[src/design/stable_priority_ready_queue_unit_macros.svh]
// Assertion macros shared by the ready queue RTL.
`ifndef STABLE_PRIORITY_READY_QUEUE_UNIT_MACROS_SVH
`define STABLE_PRIORITY_READY_QUEUE_UNIT_MACROS_SVH

// Same-cycle implication, sampled on clk, off during rst.
`define SPQ_ASSERT_NOW(label, ante, cons, msg) \
  label: assert property (@(posedge clk) disable iff (rst) (ante) |-> (cons)) \
    else $error(msg);

// Next-cycle implication, sampled on clk, off during rst.
`define SPQ_ASSERT_NEXT(label, ante, cons, msg) \
  label: assert property (@(posedge clk) disable iff (rst) (ante) |=> (cons)) \
    else $error(msg);

`endif

[src/design/spq_pkg.sv]
// Types and constants of the stable priority ready queue.
package spq_pkg;

  localparam int CAPACITY = 16;
  localparam int CNT_W    = $clog2(CAPACITY + 1);
  localparam int ID_W     = 8;
  localparam int PRIO_W   = 8;
  localparam int COUNT_W  = 5;

  typedef enum logic [1:0] {
    ACT_ENQUEUE = 2'd0,
    ACT_DEQUEUE = 2'd1,
    ACT_REMOVE  = 2'd2
  } action_t;

  typedef enum logic [1:0] {
    ST_OK       = 2'd0,
    ST_EMPTY    = 2'd1,
    ST_NOTFOUND = 2'd2,
    ST_FULL     = 2'd3
  } status_t;

  typedef struct packed {
    action_t           action;
    logic [ID_W-1:0]   item_pid;
    logic [PRIO_W-1:0] item_priority;
  } req_t;

  typedef struct packed {
    status_t           status;
    logic              taken_valid;
    logic [ID_W-1:0]   taken_pid;
    logic [PRIO_W-1:0] taken_priority;
    logic              head_valid;
    logic [ID_W-1:0]   head_pid;
    logic [PRIO_W-1:0] head_priority;
    logic [COUNT_W-1:0] entry_count;
  } rsp_t;

  typedef struct packed {
    logic [ID_W-1:0]   pid;
    logic [PRIO_W-1:0] prio;
  } entry_t;

  // Broadcast to every cell.
  typedef struct packed {
    action_t action;
    entry_t  item;
    logic    wr;
  } cmd_t;

  // Handed from a cell to its neighbor toward the tail.
  typedef struct packed {
    entry_t ent;
    logic   gt;
    logic   found;
    entry_t taken;
  } fwd_t;

endpackage

[src/design/spq_cell.sv]
// One slot of the sorted queue: holds an entry and shifts with its neighbors.
module spq_cell (
  input  logic            clk,
  input  spq_pkg::cmd_t   cmd,
  input  logic            occ,
  input  logic            is_head,
  input  spq_pkg::fwd_t   fwd_in,
  input  spq_pkg::entry_t back_in,
  output spq_pkg::fwd_t   fwd_out,
  output spq_pkg::entry_t back_out,
  output spq_pkg::entry_t ent_next
);
  import spq_pkg::*;

  entry_t ent;
  logic   gt;
  logic   match;

  assign gt    = occ && (ent.prio > cmd.item.prio);
  assign match = occ && ((cmd.action == ACT_DEQUEUE) ? is_head
                                                     : (ent.pid == cmd.item.pid));

  always_comb begin
    fwd_out.ent   = ent;
    fwd_out.gt    = gt;
    fwd_out.found = fwd_in.found || match;
    fwd_out.taken = (match && !fwd_in.found) ? ent : fwd_in.taken;
  end

  assign back_out = ent;

  always_comb begin
    ent_next = ent;
    unique case (cmd.action)
      ACT_ENQUEUE: begin
        // upstream cell moves right, or the new entry lands here
        if (fwd_in.gt) begin
          ent_next = fwd_in.ent;
        end else if (gt || !occ) begin
          ent_next = cmd.item;
        end
      end
      ACT_DEQUEUE, ACT_REMOVE: begin
        // at and past the removed slot, pull from the right
        if (fwd_out.found) begin
          ent_next = back_in;
        end
      end
      default: ent_next = ent;
    endcase
  end

  always_ff @(posedge clk) begin
    if (cmd.wr) begin
      ent <= ent_next;
    end
  end

endmodule

[src/design/stable_priority_ready_queue_unit.sv]
// Top level of the stable priority ready queue: cell row, count and result register.
//
// Bounded queue of (pid, priority) entries kept sorted by ascending priority,
// ties in arrival order. Each request transfer carries one action (enqueue,
// dequeue head, remove first entry with a given pid) and produces exactly one
// response transfer with status, the taken entry, the head after the action
// and the entry count. Rate: one request per cycle, response registered;
// every cell compares against the broadcast request at once and the whole row
// shifts in the same clock edge. The only wait is the response register: a new
// request is taken while the previous response is either absent or being
// taken in that cycle. Enqueue into a full queue (CAPACITY entries) is dropped
// with status full; dequeue on an empty queue reports empty; a remove with no
// matching pid reports not-found; action code 3 is a no-op with status ok.
// Slot contents are not cleared by reset; only the entry count and rsp_valid are.
module stable_priority_ready_queue_unit (
  input  logic          clk,
  input  logic          rst,
  input  logic          req_valid,
  output logic          req_stall,
  input  spq_pkg::req_t req_item,
  output logic          rsp_valid,
  input  logic          rsp_stall,
  output spq_pkg::rsp_t rsp_item
);
  import spq_pkg::*;

  `include "stable_priority_ready_queue_unit_macros.svh"

  logic [CNT_W-1:0] count;
  logic [CNT_W-1:0] count_next;
  logic             accept;
  logic             full;
  logic             empty;
  logic             found;
  cmd_t             cmd;
  rsp_t             rsp_next;
  entry_t           head_next;
  entry_t           head_out;
  entry_t           taken;
  status_t          status;
  logic             taken_valid;
  logic             drop_enq;
  logic             deq_hit;
  logic             rsp_cnt_ok;

  fwd_t   fwd  [CAPACITY+1];
  entry_t back [CAPACITY+1];

  // the output register frees up when it is empty or being drained
  assign req_stall = rsp_valid && rsp_stall;
  assign accept    = req_valid && !req_stall;

  assign full  = (count == CNT_W'(CAPACITY));
  assign empty = (count == '0);

  assign fwd[0]         = '0;
  assign back[CAPACITY] = '0;

  assign found = fwd[CAPACITY].found;
  assign taken = fwd[CAPACITY].taken;

  always_comb begin
    cmd.action = req_item.action;
    cmd.item   = '{pid: req_item.item_pid, prio: req_item.item_priority};
    // a full enqueue must leave the row untouched
    cmd.wr     = accept && !((req_item.action == ACT_ENQUEUE) && full);
  end

  // a dropped enqueue leaves the current head in place
  assign head_out = cmd.wr ? head_next : back[0];

  genvar gi;
  generate
    for (gi = 0; gi < CAPACITY; gi++) begin : g_cell
      localparam logic [CNT_W-1:0] IDX = CNT_W'(gi);
      if (gi == 0) begin : g_head
        spq_cell u_cell (
          .clk      (clk),
          .cmd      (cmd),
          .occ      (IDX < count),
          .is_head  (1'b1),
          .fwd_in   (fwd[gi]),
          .back_in  (back[gi+1]),
          .fwd_out  (fwd[gi+1]),
          .back_out (back[gi]),
          .ent_next (head_next)
        );
      end else begin : g_body
        spq_cell u_cell (
          .clk      (clk),
          .cmd      (cmd),
          .occ      (IDX < count),
          .is_head  (1'b0),
          .fwd_in   (fwd[gi]),
          .back_in  (back[gi+1]),
          .fwd_out  (fwd[gi+1]),
          .back_out (back[gi]),
          .ent_next ()
        );
      end
    end
  endgenerate

  // status and count update per action
  always_comb begin
    status      = ST_OK;
    taken_valid = 1'b0;
    count_next  = count;
    unique case (req_item.action)
      ACT_ENQUEUE: begin
        if (full) begin
          status = ST_FULL;
        end else begin
          count_next = count + CNT_W'(1);
        end
      end
      ACT_DEQUEUE: begin
        if (empty) begin
          status = ST_EMPTY;
        end else begin
          taken_valid = 1'b1;
          count_next  = count - CNT_W'(1);
        end
      end
      ACT_REMOVE: begin
        if (!found) begin
          status = ST_NOTFOUND;
        end else begin
          taken_valid = 1'b1;
          count_next  = count - CNT_W'(1);
        end
      end
      default: status = ST_OK;
    endcase
  end

  always_comb begin
    rsp_next.status         = status;
    rsp_next.taken_valid    = taken_valid;
    rsp_next.taken_pid      = taken_valid ? taken.pid  : '0;
    rsp_next.taken_priority = taken_valid ? taken.prio : '0;
    rsp_next.head_valid     = (count_next != '0);
    rsp_next.head_pid       = (count_next != '0) ? head_out.pid  : '0;
    rsp_next.head_priority  = (count_next != '0) ? head_out.prio : '0;
    rsp_next.entry_count    = COUNT_W'(count_next);
  end

  always_ff @(posedge clk) begin
    if (rst) begin
      count     <= '0;
      rsp_valid <= 1'b0;
    end else begin
      if (accept) begin
        count     <= count_next;
        rsp_valid <= 1'b1;
      end else if (!rsp_stall) begin
        rsp_valid <= 1'b0;
      end
    end
  end

  always_ff @(posedge clk) begin
    if (accept) begin
      rsp_item <= rsp_next;
    end
  end

  assign drop_enq   = accept && (req_item.action == ACT_ENQUEUE) && full;
  assign deq_hit    = accept && (req_item.action == ACT_DEQUEUE) && !empty;
  assign rsp_cnt_ok = (rsp_item.entry_count == COUNT_W'(count));

  `SPQ_ASSERT_NOW(a_count_bound, 1'b1, count <= CNT_W'(CAPACITY), "count over capacity")
  `SPQ_ASSERT_NEXT(a_full_drop, drop_enq, count == $past(count), "full enqueue changed count")
  `SPQ_ASSERT_NEXT(a_deq_count, deq_hit, count == $past(count) - CNT_W'(1), "dequeue kept count")
  `SPQ_ASSERT_NEXT(a_rsp_match, accept, rsp_valid && rsp_cnt_ok, "response count mismatch")

endmodule
[config.mk]
export PLATFORM = sky130hd
export DESIGN_NAME = stable_priority_ready_queue_unit
export DESIGN_NICKNAME = d
export VERILOG_FILES = /design/src/design/spq_pkg.sv /design/src/design/spq_cell.sv /design/src/design/stable_priority_ready_queue_unit.sv
export VERILOG_INCLUDE_DIRS = /design/src /design/src/design
export SDC_FILE = /design/constraint.sdc
export NUM_CORES = 1
export LEC_CHECK = 0
export BUFFER_PORTS_ARGS = -buffer_cell sky130_fd_sc_hd__buf_4
export CAP_MARGIN = 20
export CORE_MARGIN = 8
export CORE_UTILIZATION = 39
export CTS_BUF_LIST = sky130_fd_sc_hd__clkbuf_16
export DETAILED_ROUTE_END_ITERATION = 8
export MAX_ROUTING_LAYER = met4
export PLACE_DENSITY_LB_ADDON = 0.2
export SLEW_MARGIN = 25
export SYNTH_ARGS = -nofsm -noshare
export SYNTH_HDL_FRONTEND = slang
export SYNTH_HIERARCHICAL = 1
export SYNTH_SLANG_ARGS = --single-unit
[constraint.sdc]
create_clock -name clk -period 16 [get_ports clk]
set_input_delay 0 -clock clk [delete_from_list [all_inputs] [get_ports clk]]
set_output_delay 0 -clock clk [all_outputs]
set_load 0.005 [all_outputs]
# After elaboration in Yosys (flattened, before gate mapping)
# Cells that the tools add are included.
# totals
register_bits,303
in_bits,22
out_inout_bits,43
elab_cells,370
# classes
n_addsub,2
n_lt_le_gt_ge,32
n_eq_ne,50
mux,109
n_reduce_logical,135
# ops
operator,n
two-way mux 16 bit,64
one-hot mux 16 bit (2 select lines),16
equality test 8 bit,16
greater-than comparator 8 bit,16
AND reduction 4 bit,15
logical AND 1 bit,51
"inequality test 3 x 1 -> 1 bit, second input constant",15
"less-than comparator 4 x 5 -> 1 bit, first input constant",8
zero test 1 bit,33
logical OR 1 bit,31
"inequality test 2 x 1 -> 1 bit, second input constant",15
two-way mux 1 bit,21
"less-than comparator 3 x 5 -> 1 bit, first input constant",4
two-way mux 5 bit,3
one-hot mux 5 bit (3 select lines),1
"less-than comparator 1 x 5 -> 1 bit, first input constant",2
"less-than comparator 2 x 5 -> 1 bit, first input constant",2
one-hot mux 2 bit (3 select lines),1
"adder 5 x 1 -> 5 bit, second input constant",1
"equality test 5 bit, second input constant",1
zero test 5 bit,1
nonzero test 5 bit,1
"subtractor 5 x 1 -> 5 bit, second input constant",1
two-way mux 2 bit,2
7 further kinds,7

# Logic depth before layout (Yosys ltp)
# logic_depth
ltp_word,21
mapped_depth,59
ltp_nobuf,40

# Cells and area by module
# Netlist, hierarchy kept.
# modules_own_cells
module,instances,cells_per_inst,area_each_um2,seq_area_each_um2
spq_cell (g_cell[0].g_head.u_cell ...),10,239,2047.0,480.5
spq_cell (g_cell[4].g_body.u_cell ...),6,239,2149.6,480.5
stable_priority_ready_queue_unit,1,214,2513.7,1351.3

# Worst setup path before layout
# OpenSTA, ideal clock, no wires.
# synth_timing
path_kind,flip-flop to flip-flop
start,reg count[2]
end,"reg rsp_item[11] (netlist name), data pin"
setup_ps,263
t_arrival_ps,13118
required_time_ps,15737
path_slack_ps,2619
stages_incl_launch_ff,59
n_path_buf,19
period_less_slack_ps,13381
cell_sequence,dfxtp_1 buf_6 buf_4 nor3_1 nand2_1 a31oi_1 nand2_8 buf_8 a31oi_1 nand2_8 buf_8 a31oi_1 nand2_8 buf_8 a31oi_1 nand2_8 buf_8 a21oi_4 [... 23 more ...] a31oi_1 nand2_8 buf_8 a31oi_1 nand2_8 buf_8 a31oi_1 nand2_8 buf_8 a31oi_1 nand2_8 buf_8 and2_1 a211oi_2 o32ai_2 nor4_4 buf_6 a21oi_1
# synth_rtl
item,line,source
from (decl),stable_priority_ready_queue_unit.sv:29,logic [CNT_W-1:0] count;
from (signal assigned),stable_priority_ready_queue_unit.sv:154,count <= count_next;
to (signal assigned),stable_priority_ready_queue_unit.sv:164,rsp_item <= rsp_next;
to (decl),stable_priority_ready_queue_unit.sv:23,output spq_pkg::rsp_t rsp_item

==> impl_metrics.py <==
metrics = {
    "run_status": {
        "outcome": "completed",
    },
    "sta": {
        "rsz0062_at_grt": "false",
        "slew-limit-headroom_pct": 27.5,
        "period_share_pct": 90.0,
        "drv_slew": 0,
        "fin_crit_ns": 14.41,
        "hold-worst-slack_ns": 0.109,
        "tightest_slew_ns": 1.09,
        "setup_violations": 0,
        "fmax_mhz": 69.4,
        "tns_ns": 0,
        "hold_viol_final": 0,
        "finalClockSkew_ns": 0.0413,
    },
    "hold_path": {
        "hold_depth": 4,
        "hold_path.class": "in -> reg",
        "hold_start": "req_item[11]",
        "holdPathEnd": "g_cell[1].g_body.u_cell/back_out[11]",
    },
    "run": {
        "maxCapViolations": 0,
    },
    "grt": {
        "grtUsageTotal_pct": 22.0,
        "grt_max_degree": 153,
        "grt_overflow": 0,
        "antenna_found_initial": 1,
        "grt_pass1_wl_um": 175000,
        "grt_pass1_vias": 27600,
    },
    "yosys": {
        "syn_area_um2": 35700,
        "postSynthAreaPerCell_um2": 8.89,
        "synth_warnings": 6,
        "synthCells": 4019,
    },
    "setup_path": {
        "worstPathArrival_ns": 14.72,
        "end_kind": "flip-flop",
        "cp_num_buf_inv": 9,
        "critPathLaunchType": "flip-flop",
        "rr_startpoint": "count[2]",
        "reg2reg_depth": 42,
        "reg2reg_slack_ns": 1.59,
        "crit_family": "compound AO/OA/AOI/OAI gates",
        "crit_required_ns": 16.31,
        "crit_fanout": 19,
        "r2r-end": "rsp_item[19]",
        "critPathMaxStageDelay_ns": 0.61,
        "cp_slowest_cell": "a21oi_4",
        "critPathKind": "reg -> reg",
    },
    "final_layout": {
        "finalNonFillerCells": 5022,
        "fin_nets": 4009,
        "filler_cell_count": 9133,
        "drive_gt1_share_pct": 19.5,
        "diodes": 0,
        "area_delta_synth_final_pct": 2.76,
    },
    "power_and_ir_drop": {
        "leakage_uw": 0.0143,
        "irDropWorstVdd_mv": 0.0782,
        "power_density_nw_per_um2": 92.4,
    },
    "floorplan": {
        "num_rows": 111,
        "dieWidth_um": 319,
        "coreArea_um2": 91200,
        "dieArea_um2": 102000,
        "start_util_pct": 39.2,
        "ioPinCount": 65,
        "dieHeight_um": 319,
    },
    "cts": {
        "cts_max_level": 2,
        "clk_pin_slew_ns": 0.06,
        "cts_buffers": 44,
        "tritoncts": "built",
        "clock_latency_ns": 0.60,
        "cts_root_buffer": "clkbuf_16",
        "ctsLongestPathBuffers": 3,
        "clock_sinks": 303,
    },
    "routing": {
        "wire_per_inst_um": 22.7,
        "via_per_inst": 5.74,
        "drt-initial-drc-count": 2663,
        "ant_nets": 0,
        "firstDrtPassIters": 6,
        "drc_errors": 0,
        "wl_um": 114000,
        "vias": 28800,
    },
    "placed_design": {
        "placed_cells": 4937,
        "io_buffers": 64,
        "dpl.hpwl_um": 80600,
        "gp_congestion": 0.873,
    },
}
[tightest hold or removal path, cell delays in order]
cell and delay [ns]:
buf_4 0.18, nor2_1 0.11, mux2_2 0.14, o21ai_0 0.08
[metrics by stage]
step	instance area (µm²)	utilization, %	setup slack [ns]	total power (µW)
4_1_cts	36700	40.2	1.48	3400
6_report	36700	40.2	1.59	3400
3_3_place_gp	35300	38.7	1.77	2410
2_1_floorplan	36000	-	2.62	2160
5_1_grt	36700	40.2	0.519	3570
3_5_place_dp	35300	38.7	1.45	2420
[where the power goes]
group | internal [µW] | switching [µW] | leakage, µW
clock network | 557 | 410 | 0.000714
registers | 1030 | 208 | 0.00300
logic | 522 | 672 | 0.0106
[layout by cell type, fill, tap and decap left out, drive strengths merged, types with 12 or more instances in the layout]
cell type,instances
and2,25
o32ai,59
nor3,137
a21oi,253
buf,122
clkbuf,45
ha,184
mux2i,147
or2,17
xnor2,123
edfxtp,297
inv,317
nand3,19
o221ai,56
mux2,455
nand3b,49
clkinv,30
o21ai,354
conb,77
a21o,16
a32oi,80
nand2,54
nand4,49
a211oi,17
a31oi,12
o22ai,76
nand2b,22
nor2,478
nor2b,156
[timing repair]
action | 4_1_cts | 5_1_grt
buffers inserted | 0 | 0
resized for setup | 0 | 0
hold buffers | 4 | 0
endpoints found under the hold margin | 6 | 0
[final cells by class]
type | count | area, µm² | area share, %
multi-input cells | 3012 | 22700 | 61.7
flip-flops and latches | 303 | 9040 | 24.6
well taps | 1186 | 1480 | 4.04
inverters | 316 | 1190 | 3.23
clock buffers | 45 | 1130 | 3.07
repair buffers | 126 | 976 | 2.66
clock inverters | 34 | 244 | 0.664
[sequential cells by signal, summed over array words and instances (netlist names)]
signal                         count
g_cell.g_head.u_cell/back_out     16
g_cell.g_body.u_cell/back_out    240
rsp_valid                          1
count                              5
rsp_item                          41
[metal layers]
layer / wire length [µm] / global-route usage, % / vias up
met1: 56000 / 32.2 / 13800
met3: 6400 / 2.27 / 152
li1: - / - / 13800
met4: 2350 / 4.82 / 0
met5: 0 / - / -
met2: 49200 / 32.6 / 984
[how the worst max path moves through the flow]
stage	startpoint	to	slack, ns	cells past startpoint
2_1_floorplan	count[2]	rsp_item[11]	2.62	58
3_3_place_gp	count[2]	rsp_item[7]	1.77	41
3_5_place_dp	count[2]	rsp_item[7]	1.45	41
4_1_cts	count[2]	rsp_item[7]	1.48	41
5_1_grt	count[2]	rsp_item[15]	0.52	42
6_report	count[2]	rsp_item[19]	1.59	42
Power figures use the tool's default switching activity.
